$ cat src/hw/rtl/fcser_pkg.sv
package fcser_pkg;

  localparam int unsigned BITS_PER_FRAME = 12;
  localparam int unsigned NUM_CHANNELS   = 4;
  localparam int unsigned POS_W          = 12;
  localparam int unsigned PIN_W          = 4;
  localparam int unsigned GAP_W          = 16;
  localparam int unsigned BIT_IDX_W      = 4;

  localparam logic [GAP_W-1:0]     GAP_LIMIT_RESET = 16'd100;
  localparam logic [GAP_W-1:0]     GAP_COUNT_MAX   = 16'hFFFF;
  localparam logic [BIT_IDX_W-1:0] LAST_BIT_IDX    = BIT_IDX_W'(BITS_PER_FRAME - 1);

  typedef logic [POS_W-1:0] pos_t;

  typedef enum logic [2:0] {
    PH_START   = 3'd0,
    PH_CLK_UP  = 3'd1,
    PH_SAMPLE  = 3'd2,
    PH_ACCUM   = 3'd3,
    PH_LATCH   = 3'd4
  } phase_e;

endpackage

$ cat src/hw/rtl/fcser_if.sv
interface fcser_in_if;
  import fcser_pkg::*;
  logic             valid;
  logic             ready;
  logic [PIN_W-1:0] data_pins;

  modport source (output valid, output data_pins, input ready);
  modport sink   (input valid, input data_pins, output ready);
endinterface

interface fcser_out_if;
  import fcser_pkg::*;
  logic valid;
  logic ready;
  logic clock_level;
  pos_t position_ch0;
  pos_t position_ch1;
  pos_t position_ch2;
  pos_t position_ch3;
  logic frame_latched;

  modport source (output valid, output clock_level, output position_ch0,
                  output position_ch1, output position_ch2, output position_ch3,
                  output frame_latched, input ready);
  modport sink   (input valid, input clock_level, input position_ch0,
                  input position_ch1, input position_ch2, input position_ch3,
                  input frame_latched, output ready);
endinterface

$ cat src/hw/rtl/four_channel_serial_encoder_reader_unit.sv
// Four-channel serial absolute encoder reader (12-bit, shared clock line).
// in_i  : one beat per tick, carrying the four encoder data pin levels.
// out_o : one beat per input beat: clock line level, four latched positions
//         and a flag that marks ticks on which the latches were refreshed.
// cfg   : cfg_we_i/cfg_wdata_i write gap_limit (reset 100); write only idle.
// Each tick walks the frame sequencer one step: clear, clock up, then twelve
// sample / accumulate pairs, then a latch-and-gap phase of gap_limit+2 ticks.
// Latency: the result beat is valid the cycle after the input beat.
// Throughput: one beat per cycle while out_o.ready is high; all the work for
// a tick sits between the sequencer state registers and the output register.
// in_i.ready is high while the output register is empty or being drained,
// so a stalled receiver holds the result and stops intake after one beat.
// Reset clears the sequencer, accumulators, latches and the output valid;
// gap_limit returns to 100. No clearing pass is needed.
module four_channel_serial_encoder_reader_unit
  import fcser_pkg::*;
(
  input  logic              clk_i,
  input  logic              rst_ni,
  input  logic              cfg_we_i,
  input  logic [GAP_W-1:0]  cfg_wdata_i,
  fcser_in_if.sink          in_i,
  fcser_out_if.source       out_o
);

  // sequencer state
  phase_e               phase_q, phase_d;
  logic [BIT_IDX_W-1:0] bit_idx_q, bit_idx_d;
  logic [GAP_W-1:0]     gap_cnt_q, gap_cnt_d;
  logic [PIN_W-1:0]     sampled_q, sampled_d;
  logic                 clk_out_q, clk_out_d;
  pos_t                 acc_q   [NUM_CHANNELS];
  pos_t                 acc_d   [NUM_CHANNELS];
  pos_t                 latch_q [NUM_CHANNELS];
  pos_t                 latch_d [NUM_CHANNELS];
  logic                 latched_d;
  logic [GAP_W-1:0]     gap_limit_q;

  // output register
  logic                 out_valid_q;
  logic                 out_clk_q;
  pos_t                 out_pos_q [NUM_CHANNELS];
  logic                 out_latched_q;

  logic                 accept;
  logic                 gap_done;
  pos_t                 weight;

  assign in_i.ready = !out_valid_q || out_o.ready;
  assign accept     = in_i.valid && in_i.ready;

  // gap ends past the limit, or at the saturation point
  assign gap_done = (gap_cnt_q > gap_limit_q) || (gap_cnt_q == GAP_COUNT_MAX);
  // MSB-first bit weight
  assign weight   = pos_t'(1) << (LAST_BIT_IDX - bit_idx_q);

  // next phase
  always_comb begin
    phase_d = phase_q;
    unique case (phase_q)
      PH_CLK_UP: phase_d = PH_SAMPLE;
      PH_SAMPLE: phase_d = PH_ACCUM;
      PH_ACCUM:  phase_d = (bit_idx_q == LAST_BIT_IDX) ? PH_LATCH : PH_SAMPLE;
      PH_LATCH:  phase_d = gap_done ? PH_START : PH_LATCH;
      default:   phase_d = PH_CLK_UP;
    endcase
  end

  // datapath per phase
  always_comb begin
    bit_idx_d = bit_idx_q;
    gap_cnt_d = gap_cnt_q;
    sampled_d = sampled_q;
    clk_out_d = clk_out_q;
    acc_d     = acc_q;
    latch_d   = latch_q;
    latched_d = 1'b0;
    unique case (phase_q)
      PH_CLK_UP: begin
        clk_out_d = 1'b1;
      end
      PH_SAMPLE: begin
        sampled_d = in_i.data_pins;
        clk_out_d = 1'b0;
      end
      PH_ACCUM: begin
        for (int c = 0; c < NUM_CHANNELS; c++) begin
          if (sampled_q[c]) acc_d[c] = acc_q[c] + weight;
        end
        clk_out_d = 1'b1;
        bit_idx_d = bit_idx_q + BIT_IDX_W'(1);
      end
      PH_LATCH: begin
        latch_d   = acc_q;
        latched_d = 1'b1;
        gap_cnt_d = gap_done ? '0 : gap_cnt_q + GAP_W'(1);
      end
      default: begin
        bit_idx_d = '0;
        clk_out_d = 1'b0;
        for (int c = 0; c < NUM_CHANNELS; c++) acc_d[c] = '0;
      end
    endcase
  end

  always_ff @(posedge clk_i or negedge rst_ni) begin
    if (!rst_ni) begin
      phase_q     <= PH_START;
      bit_idx_q   <= '0;
      gap_cnt_q   <= '0;
      sampled_q   <= '0;
      clk_out_q   <= 1'b0;
      out_valid_q <= 1'b0;
      for (int c = 0; c < NUM_CHANNELS; c++) begin
        acc_q[c]   <= '0;
        latch_q[c] <= '0;
      end
    end else begin
      if (accept) begin
        phase_q   <= phase_d;
        bit_idx_q <= bit_idx_d;
        gap_cnt_q <= gap_cnt_d;
        sampled_q <= sampled_d;
        clk_out_q <= clk_out_d;
        acc_q     <= acc_d;
        latch_q   <= latch_d;
      end
      if (accept)            out_valid_q <= 1'b1;
      else if (out_o.ready)  out_valid_q <= 1'b0;
    end
  end

  always_ff @(posedge clk_i or negedge rst_ni) begin
    if (!rst_ni) begin
      gap_limit_q <= GAP_LIMIT_RESET;
    end else if (cfg_we_i) begin
      gap_limit_q <= cfg_wdata_i;
    end
  end

  // result payload, no reset needed
  always_ff @(posedge clk_i) begin
    if (accept) begin
      out_clk_q     <= clk_out_d;
      out_pos_q     <= latch_d;
      out_latched_q <= latched_d;
    end
  end

  assign out_o.valid         = out_valid_q;
  assign out_o.clock_level   = out_clk_q;
  assign out_o.position_ch0  = out_pos_q[0];
  assign out_o.position_ch1  = out_pos_q[1];
  assign out_o.position_ch2  = out_pos_q[2];
  assign out_o.position_ch3  = out_pos_q[3];
  assign out_o.frame_latched = out_latched_q;

endmodule

$ cat src/flat_wrapper.sv
// flat-port wrapper written by rule: the top's interface ports become plain ports
module four_channel_serial_encoder_reader_unit_flat import fcser_pkg::*;
  (clk_i, rst_ni, cfg_we_i, cfg_wdata_i, in_i_valid, in_i_data_pins, in_i_ready, out_o_valid, out_o_clock_level, out_o_position_ch0, out_o_position_ch1, out_o_position_ch2, out_o_position_ch3, out_o_frame_latched, out_o_ready);
  fcser_in_if in_i_i ();
  fcser_out_if out_o_i ();
  input  logic clk_i;
  input  logic rst_ni;
  input  logic cfg_we_i;
  input  logic [GAP_W-1:0] cfg_wdata_i;
  input wire logic [$bits(in_i_i.valid)-1:0] in_i_valid;
  input wire logic [$bits(in_i_i.data_pins)-1:0] in_i_data_pins;
  output wire logic [$bits(in_i_i.ready)-1:0] in_i_ready;
  output wire logic [$bits(out_o_i.valid)-1:0] out_o_valid;
  output wire logic [$bits(out_o_i.clock_level)-1:0] out_o_clock_level;
  output wire logic [$bits(out_o_i.position_ch0)-1:0] out_o_position_ch0;
  output wire logic [$bits(out_o_i.position_ch1)-1:0] out_o_position_ch1;
  output wire logic [$bits(out_o_i.position_ch2)-1:0] out_o_position_ch2;
  output wire logic [$bits(out_o_i.position_ch3)-1:0] out_o_position_ch3;
  output wire logic [$bits(out_o_i.frame_latched)-1:0] out_o_frame_latched;
  input wire logic [$bits(out_o_i.ready)-1:0] out_o_ready;
  assign in_i_i.valid = in_i_valid;
  assign in_i_i.data_pins = in_i_data_pins;
  assign in_i_ready = in_i_i.ready;
  assign out_o_valid = out_o_i.valid;
  assign out_o_clock_level = out_o_i.clock_level;
  assign out_o_position_ch0 = out_o_i.position_ch0;
  assign out_o_position_ch1 = out_o_i.position_ch1;
  assign out_o_position_ch2 = out_o_i.position_ch2;
  assign out_o_position_ch3 = out_o_i.position_ch3;
  assign out_o_frame_latched = out_o_i.frame_latched;
  assign out_o_i.ready = out_o_ready;
  four_channel_serial_encoder_reader_unit u_core (.clk_i(clk_i), .rst_ni(rst_ni), .cfg_we_i(cfg_we_i), .cfg_wdata_i(cfg_wdata_i), .in_i(in_i_i), .out_o(out_o_i));
endmodule
$ cat config.mk
export PLATFORM = sky130hd
export DESIGN_NAME = four_channel_serial_encoder_reader_unit_flat
export DESIGN_NICKNAME = d
export VERILOG_FILES = /design/src/hw/rtl/fcser_pkg.sv /design/src/hw/rtl/fcser_if.sv /design/src/hw/rtl/four_channel_serial_encoder_reader_unit.sv /design/src/flat_wrapper.sv
export SDC_FILE = /design/constraint.sdc
export NUM_CORES = 1
export LEC_CHECK = 0
export BUFFER_PORTS_ARGS = -buffer_cell sky130_fd_sc_hd__buf_2
export CAP_MARGIN = 0
export CORE_AREA = 2 2 125 249
export CTS_CLUSTER_SIZE = 8
export DETAILED_ROUTE_END_ITERATION = 10
export DIE_AREA = 0 0 127 251
export GPL_TIMING_DRIVEN = 1
export PLACE_DENSITY = 0.59
export SLEW_MARGIN = 5
export SYNTH_ARGS = -nofsm -noshare
export SYNTH_HDL_FRONTEND = slang
export SYNTH_SLANG_ARGS = --single-unit
$ cat constraint.sdc
create_clock -name clk_i -period 6.9 [get_ports clk_i]
set_clock_uncertainty 0.15 [all_clocks]
set_input_delay 2.07 -clock clk_i [delete_from_list [all_inputs] [get_ports clk_i]]
set_output_delay 2.07 -clock clk_i [all_outputs]
set_load 0.05 [all_outputs]
## Yosys cells after proc, flatten, opt, wreduce, memory -nomap -nowiden

Cells that the tools add are included.

| storage, ports and cells | value |
|---|---|
| bits in registers | 191 |
| latch bits | 0 |
| memory bits (writable) | 0 |
| bits in read-only memories | 0 |
| input bits | 25 |
| output and inout bits | 52 |
| logic and storage cells | 70 |
| memories kept | 0 |

| cells by class | value |
|---|---|
| add/subtract/negate cells | 7 |
| multipliers | 0 |
| div/mod/pow operators | 0 |
| magnitude comparators | 1 |
| eq/ne operators | 10 |
| shifts and indexed selects | 1 |
| multiplexer cells | 15 |
| bitwise operators | 1 |
| reduce and logical (&&, ||, !) cells | 14 |

Operator list:

| kind | count |
|---|---|
| $pmux 48 s2 | 1 |
| $add 12x12->12 | 4 |
| $mux 12 | 4 |
| $mux 48 | 1 |
| $add 16x1->16 const B | 1 |
| $eq 16x16->1 const B | 1 |
| $gt 16x16->1 | 1 |
| $mux 16 | 1 |
| $pmux 3 s4 | 1 |
| $reduce_and 3->1 | 4 |
| $shl 1x4->12 const A | 1 |
| $ne 2x1->1 const B | 4 |
| $pmux 4 s2 | 1 |
| $eq 3x2->1 const B | 2 |
| $mux 3 | 2 |
| $reduce_and 2->1 | 3 |
| $add 4x1->4 const B | 1 |
| $eq 4x4->1 const B | 1 |
| $sub 4x4->4 const A | 1 |
| $eq 3x1->1 const B | 1 |
| $eq 3x3->1 const B | 1 |
| $mux 1 | 3 |
| $reduce_or 3->1 | 1 |
| $logic_or 1x1->1 | 2 |
| 6 further kinds | 6 |

## Logic depth before layout (Yosys ltp)

Gate-level depths: netlist of the first run.

| depth | value |
|---|---|
| word-level depth | 5 |
| gate-level depth with buffers | 13 |
| depth with buffers taken out | 12 |

## Worst setup path after synthesis of the first run

No wires, ideal clock.

| timing | value |
|---|---|
| path kind | input -> output |
| start point | input out_o_ready |
| end point | output in_i_ready |
| arrival | 2.695 ns |
| data required time | 4.680 ns |
| slack | 1.985 ns |
| cell stages on the path | 2 |
| buffers on the path | 1 |
| path through | nand2b_1 clkbuf_1 |

| between the ends | value |
|---|---|
| cells in the longest elaborated chain, start to end | 1 |

Ends and longest elaborated chain:

| item | RTL line | source |
|---|---|---|
| from (decl) | flat_wrapper.sv:20 | `input wire logic [$bits(out_o_i.ready)-1:0] out_o_ready;` |
| $logic_or 1x1->1 | four_channel_serial_encoder_reader_unit.sv:49 | `assign in_i.ready = !out_valid_q \|\| out_o.ready;` |
| to (decl) | flat_wrapper.sv:12 | `output wire logic [$bits(in_i_i.ready)-1:0] in_i_ready;` |

Every way passes these cells.

## Worst setup path in the final report of the first run

Ends and elaborated chain as after synthesis.

==> results of run 1 <==
registers in the layout, summed over array words and instances, names as in the netlist:
signal                      cells
u_core.gap_limit_q             16
u_core.out_o.position_ch1      12
u_core.out_o.position_ch3      12
u_core.clk_out_q                1
u_core.out_o.position_ch0      12
u_core.acc_q                   48
u_core.out_o.valid              1
u_core.out_o.position_ch2      12
u_core.phase_q                  3
u_core.gap_cnt_q               16
u_core.bit_idx_q                4
u_core.sampled_q                4
u_core.out_o.clock_level        1
u_core.out_o.frame_latched      1
u_core.latch_q                 48
cell type report:
cell class	instances	share of cell area [%]
Multi-Input combinational cell	678	42.9
Sequential cell	191	42.8
Tap cell	368	3.92
Clock buffer	19	3.77
Timing Repair Buffer	82	3.67
Clock inverter	13	1.64
Inverter	42	1.34
cell usage after synthesis (all sizes together), types with 11 or more instances:
cell and n:
buf 16, o21ai 78, and3 15, xnor2 22
nand3 27, a21o 17, and2 11, edfxtp 50
dfrtp 138, mux2 97, xor2 18, nor2 43
a21oi 41, ha 60, o211ai 17, nand2 92
clkbuf 25, inv 42
metal layers:
metal	routed length (µm)	up-vias
met5	0	-
met4	603	0
met3	721	39
met2	11400	165
met1	10500	3686
li1	-	3598
through the flow:
step           setup WS (ns)  util [%]
6_report                1.98      39.3
5_1_grt                 1.95      39.3
4_1_cts                 1.99      39.3
3_5_place_dp            1.99      37.1
3_3_place_gp            2.00      37.1
2_1_floorplan           1.99         -
how the worst max path moves through the flow:
stage,endpoint,cells past startpoint
after floorplan,in_i_ready,2
after global placement,in_i_ready,3
after global routing,in_i_ready,3
after CTS,in_i_ready,3
after detailed placement,in_i_ready,3
final,in_i_ready,3
worst max-delay path, delay by kind of cell:
| kind | cells | cell delay [ns] |
|---|---|---|
| buffers and inverters | 2 | 0.39 |
| and+or+nand+nor | 1 | 0.24 |
kinds of logic (layout without fill, tap and decap cells):
kind of cell | after synthesis | in the layout
multiplexers | 102 | 102
flip-flops | 191 | 191
adder cells (fa/ha/maj) | 68 | 68
AO/OA/AOI/OAI | 223 | 223
XOR/XNOR | 40 | 40
AND/OR/NAND/NOR | 245 | 245
buffers and inverters | 83 | 156
where the power goes:
part           total (W)  internal, W  switching [W]
logic           0.000767     0.000268       0.000499
clock network    0.00107     0.000597       0.000470
registers        0.00137      0.00128      0.0000978
==> load_flow_metrics.sql, run 1 <==
INSERT INTO impl_metrics (metric_group, metric, value, unit) VALUES
('worst_hold_path', 'hold_depth', '2', ''),
('detailed_routing', 'routed_antenna_nets', '0', ''),
('detailed_routing', 'routed-via-count', '7488', ''),
('sta', 'fin_hold_ws', '0.330', 'ns'),
('grt', 'grtUsageMet1', '19.1', '%'),
('clock_network', 'clock_sink_count', '191', ''),
('placement', 'instance_area_at_placement', '11100', 'µm²'),
('clock_network', 'post_cts_hold_buffer_count', '0', ''),
('placement', 'post-dp-hpwl', '16000', 'µm'),
('floorplanning', 'dieHeight', '251', 'µm'),
('grt', 'grt_pass1_wl', '37900', 'µm'),
('detailed_routing', 'route.detailed.wl_per_inst', '16.7', 'µm'),
('critical_path', 'worst_path_most_repeated_cell', 'sky130_fd_sc_hd__buf_2', ''),
('critical_path', 'cp-end-kind', 'primary output', ''),
('grt', 'global_route.peak_usage_layer', 'met2', ''),
('power', 'vdd_drop_max', '0.173', 'mV'),
('yosys', 'yosysTopAreaCell', 'sky130_fd_sc_hd__dfrtp_1', ''),
('worst_hold_path', 'worst_hold_path_type', 'reg -> reg', ''),
('yosys', 'synthXorXnorAreaFrac', '3.38', '%'),
('critical_path', 'reg2reg_setup_slack', '2.93', 'ns'),
('sta', 'fmaxAchievable', '203', 'MHz'),
('yosys', 'post_synth_fa_ha_maj_area_fraction', '8.42', '%'),
('sta', 'worst-slew-pin-transition', '1.02', 'ns'),
('power', 'power.static_leakage', '5.45', 'nW'),
('sta', 'timing.final.setup_violations', '0', ''),
('critical_path', 'criticalPathCategory', 'in -> out', ''),
('floorplanning', 'ioPinCount', '77', ''),
('sta', 'final-max-slew-violation-count', '0', ''),
('worst_hold_path', 'worstHoldEndpoint', 'u_core.latch_q[2]', ''),
('layout', 'post_layout_nonfiller_instances', '1393', ''),
('critical_path', 'startpoint', 'out_o_ready', ''),
('layout', 'drive_gt1_share', '22.3', '%'),
('floorplanning', 'start_util', '34.6', '%'),
('clock_network', 'cts_resized', '0', ''),
('grt', 'gr-usage-met3', '2.47', '%'),
('critical_path', 'worstReg2RegStart', 'u_core.bit_idx_q[2]', ''),
('outcome', 'status', 'completed', ''),
('placement', 'port-buffer-count', '76', ''),
('layout', 'seq_area', '5030', 'µm²'),
('yosys', 'synth_compound_area_share', '13.9', '%'),
('detailed_routing', 'drt-pass1-iter-count', '5', ''),
('floorplanning', 'core-area', '30000', 'µm²'),
('sta', 'period_needed', '4.92', 'ns'),
('layout', 'design_area', '11800', 'µm²'),
('yosys', 'postSynth.asyncResetShare', '73.8', '%'),
('layout', 'syn_to_final_growth', '13.3', '%'),
('yosys', 'synth.lib_cells_used.distinct', '68', ''),
('worst_hold_path', 'hold_start', 'u_core.latch_q[2]', ''),
('clock_network', 'clk_root_buffer_cell', 'sky130_fd_sc_hd__clkbuf_16', ''),
('layout', 'fillerInstances', '2864', ''),
('yosys', 'postSynthNetCount', '1041', ''),
('grt', 'maximum_number_of_pins_on_one_net_before_global_route_repair', '103', ''),
('layout', 'multi_input_comb_area', '5040', 'µm²'),
('layout', 'mostFrequentLayoutCell', 'sky130_fd_sc_hd__dfrtp_1', ''),
('yosys', 'dominantRegCellSynth', 'sky130_fd_sc_hd__dfrtp_1', ''),
('clock_network', 'tritoncts', 'yes', ''),
('yosys', 'synth.area.top_cells', 'sky130_fd_sc_hd__dfrtp_1, sky130_fd_sc_hd__edfxtp_1, sky130_fd_sc_hd__mux2_2, sky130_fd_sc_hd__ha_1, sky130_fd_sc_hd__nand2_1', ''),
('critical_path', 'worst_path_slowest_cell', 'sky130_fd_sc_hd__buf_2', ''),
('sta', 'fin_tns_setup', '0', 'ns'),
('layout', 'final_nets', '1101', ''),
('yosys', 'synth-simple-area-share', '11.7', '%'),
('placement', 'gp_routability_congestion', '0.857', ''),
('grt', 'grt_antenna_before_repair', '0', ''),
('yosys', 'synth.mux.area_fraction', '11.0', '%'),
('clock_network', 'clk-insertion-delay-late', '0.45', 'ns'),
('yosys', 'synth_top_area_share', '33.3', '%'),
('critical_path', 'crit_arrival', '2.70', 'ns'),
('floorplanning', 'dieWidth', '127', 'µm'),
('yosys', 'synthesis.area_per_instance', '10.9', 'µm²'),
('layout', 'antennaDiodeCount', '0', ''),
('critical_path', 'worstPathCellList', 'buf_2 -> nand2b_1 -> buf_2', '');
No activity file was read; power rests on OpenSTA's default activity.
==> run 2, diff against run 1 <==
- PLACE_DENSITY: 0.59 -> 0.61
- clock period: 6.9 -> 4.5 ns (I/O delays scaled with it)
==> load_flow_metrics.sql, run 2 (same netlist as run 1, synthesis figures left out) <==
INSERT INTO impl_metrics (metric_group, metric, value, unit) VALUES
('outcome', 'status', 'completed', ''),
('clock_network', 'clk_transition_reported_paths', '0.08', 'ns'),
('layout', 'fin_util', '39.3', '%'),
('grt', 'grt_pass1_wl', '38800', 'µm'),
('layout', 'mostFrequentLayoutCell', 'sky130_fd_sc_hd__dfrtp_1', ''),
('sta', 'timing.final.setup_violations', '0', ''),
('critical_path', 'critPathRequiredTime', '4.70', 'ns'),
('sta', 'fmaxAchievable', '269', 'MHz'),
('critical_path', 'crit_arrival', '3.92', 'ns'),
('placement', 'place_worst_setup_slack', '0.823', 'ns'),
('flow_run', 'max_cap_violations', '0', ''),
('layout', 'syn_to_final_growth', '13.5', '%'),
('critical_path', 'cp-end-kind', 'flop', ''),
('grt', 'first_global_vias', '7508', ''),
('worst_hold_path', 'hold_start', 'u_core.latch_q[2]', ''),
('floorplanning', 'ioPinCount', '77', ''),
('detailed_routing', 'drcViolationCount', '0', ''),
('detailed_routing', 'routed_antenna_nets', '0', ''),
('clock_network', 'clk_root_buffer_cell', 'sky130_fd_sc_hd__clkbuf_16', ''),
('sta', 'post-route-worst-setup-slack', '0.780', 'ns'),
('layout', 'final_cell_mix', 'sky130_fd_sc_hd__dfrtp_1, sky130_fd_sc_hd__mux2_2, sky130_fd_sc_hd__nand2_1, sky130_fd_sc_hd__buf_2, sky130_fd_sc_hd__o21ai_0', ''),
('critical_path', 'startpoint', 'u_core.bit_idx_q[2]', ''),
('detailed_routing', 'route.detailed.wl_per_inst', '16.5', 'µm'),
('sta', 'rsz0062_at_grt', 'no', ''),
('floorplanning', 'start_util', '34.6', '%'),
('layout', 'post_layout_nonfiller_instances', '1403', ''),
('clock_network', 'post_cts_hold_buffer_count', '0', ''),
('layout', 'antennaDiodeCount', '0', ''),
('sta', 'relSlewSlack', '33.2', '%'),
('sta', 'worst-slew-pin-transition', '1.00', 'ns'),
('detailed_routing', 'starting_drt_drc_count', '347', ''),
('clock_network', 'max-clock-path-buffers', '2', ''),
('placement', 'post-dp-hpwl', '16200', 'µm'),
('floorplanning', 'dieHeight', '251', 'µm'),
('critical_path', 'cp-start-kind', 'flop', ''),
('layout', 'fillerInstances', '2903', ''),
('sta', 'fin_hold_ws', '0.331', 'ns'),
('grt', 'global_route_usage_over_all_layers', '15.3', '%'),
('layout', 'final_nets', '1111', ''),
('grt', 'maximum_number_of_pins_on_one_net_before_global_route_repair', '107', ''),
('clock_network', 'cts_buffers', '17', ''),
('clock_network', 'clock_sink_count', '191', ''),
('sta', 'hold_viol_final', '0', ''),
('clock_network', 'cts_resized', '0', ''),
('power', 'vdd_drop_max', '0.244', 'mV'),
('critical_path', 'worstPathMaxFanout', '13', ''),
('sta', 'fin_tns_setup', '0', 'ns'),
('layout', 'drive_gt1_share', '23.1', '%'),
('sta', 'final-max-slew-violation-count', '0', ''),
('grt', 'grt_antenna_before_repair', '1', ''),
('clock_network', 'ctsHtreeMaxLevel', '4', ''),
('floorplanning', 'core-area', '30000', 'µm²'),
('clock_network', 'tritoncts', 'yes', ''),
('floorplanning', 'row_count', '90', ''),
('detailed_routing', 'drt-pass1-iter-count', '5', ''),
('layout', 'largestRegisters', 'u_core.acc_q x48, u_core.latch_q x48', ''),
('power', 'power.density_cell_area', '407', 'nW/µm²'),
('sta', 'final.period_utilization', '82.7', '%'),
('placement', 'placedCellCount', '1371', ''),
('clock_network', 'post-cts-setup-buffers', '0', ''),
('placement', 'gp_routability_congestion', '0.890', ''),
('worst_hold_path', 'worst_hold_path_type', 'reg -> reg', ''),
('detailed_routing', 'vias_per_cell', '5.35', ''),
('critical_path', 'worstReg2RegStart', 'u_core.bit_idx_q[2]', ''),
('clock_network', 'clk-insertion-delay-late', '0.45', 'ns'),
('floorplanning', 'dieArea', '31900', 'µm²'),
('sta', 'period_needed', '3.72', 'ns'),
('critical_path', 'criticalPathCategory', 'reg -> reg', ''),
('detailed_routing', 'routed-via-count', '7512', ''),
('floorplanning', 'dieWidth', '127', 'µm'),
('placement', 'port-buffer-count', '76', ''),
('power', 'power.static_leakage', '5.46', 'nW'),
('detailed_routing', 'totalWireLength', '23200', 'µm'),
('grt', 'grt-ovfl-total', '0', '');
==> run 2: cell types whose count changed in the layout (fill, tap and decap cells not counted), sizes merged <==
cell / before / now
bufinv: 3 / 0
clkbuf: 19 / 18
buf: 82 / 92
clkinvlp: 0 / 4
==> run 2: power breakdown <==
part | internal [W] | total [W] | switching (W) | leakage (nW)
Sequential | 0.00195 | 0.00210 | 0.000150 | 2.39
Clock | 0.000754 | 0.00150 | 0.000747 | 0.275
Combinational | 0.000426 | 0.00118 | 0.000755 | 2.80
==> run 2: final timing paths <==
path	to	slack, ns	cells after the start
max	u_core.acc_q[46]	0.78	11
min	u_core.latch_q[2]	0.33	2
max reg2reg	u_core.acc_q[46]	0.78	11
min reg2reg	u_core.latch_q[2]	0.33	2
max in group asynchronous	u_core.gap_limit_q[2]	2.48	2
min in group asynchronous	u_core.gap_cnt_q[8]	0.85	1
==> run 2: area by class of cell <==
class                   count  area [µm²]  share of cell area [%]
flip-flops and latches    191        5030                    42.8
multi-input cells         678        5030                    42.7
repair buffers             92         507                    4.31
well taps                 368         460                    3.91
clock buffers              18         439                    3.73
inverters                  42         158                    1.34
clock inverters            14         145                    1.23
==> run 2: metal layers <==
metal	wire [µm]	vias up	part of all wire (%)	global-route usage [%]
met3	899	31	3.9	2.58
met2	11200	156	48	25.0
met1	10500	3703	45	19.9
li1	-	3622	-	-
met5	0	-	0	0
met4	578	0	2.5	6.72
==> run 2: worst max-delay path, cell delays in order (launching register included) <==
cell                      delay (ns)
sky130_fd_sc_hd__dfrtp_1        0.51
sky130_fd_sc_hd__inv_1          0.18
sky130_fd_sc_hd__ha_1           0.48
sky130_fd_sc_hd__nor2_1         0.14
sky130_fd_sc_hd__and2_1         0.41
sky130_fd_sc_hd__inv_1          0.12
sky130_fd_sc_hd__fa_1           0.46
sky130_fd_sc_hd__a211o_1        0.34
sky130_fd_sc_hd__a31oi_2        0.26
sky130_fd_sc_hd__o21ai_1        0.14
sky130_fd_sc_hd__a21o_1         0.17
sky130_fd_sc_hd__a32o_1         0.24
==> run 2: per-stage QoR <==
step                cell area, µm²  total power [W]
detailed placement           11200          0.00332
CTS                          11800          0.00484
finish                       11800          0.00479
global placement             11200          0.00328
floorplan                    10400          0.00297
global route                 11800          0.00506
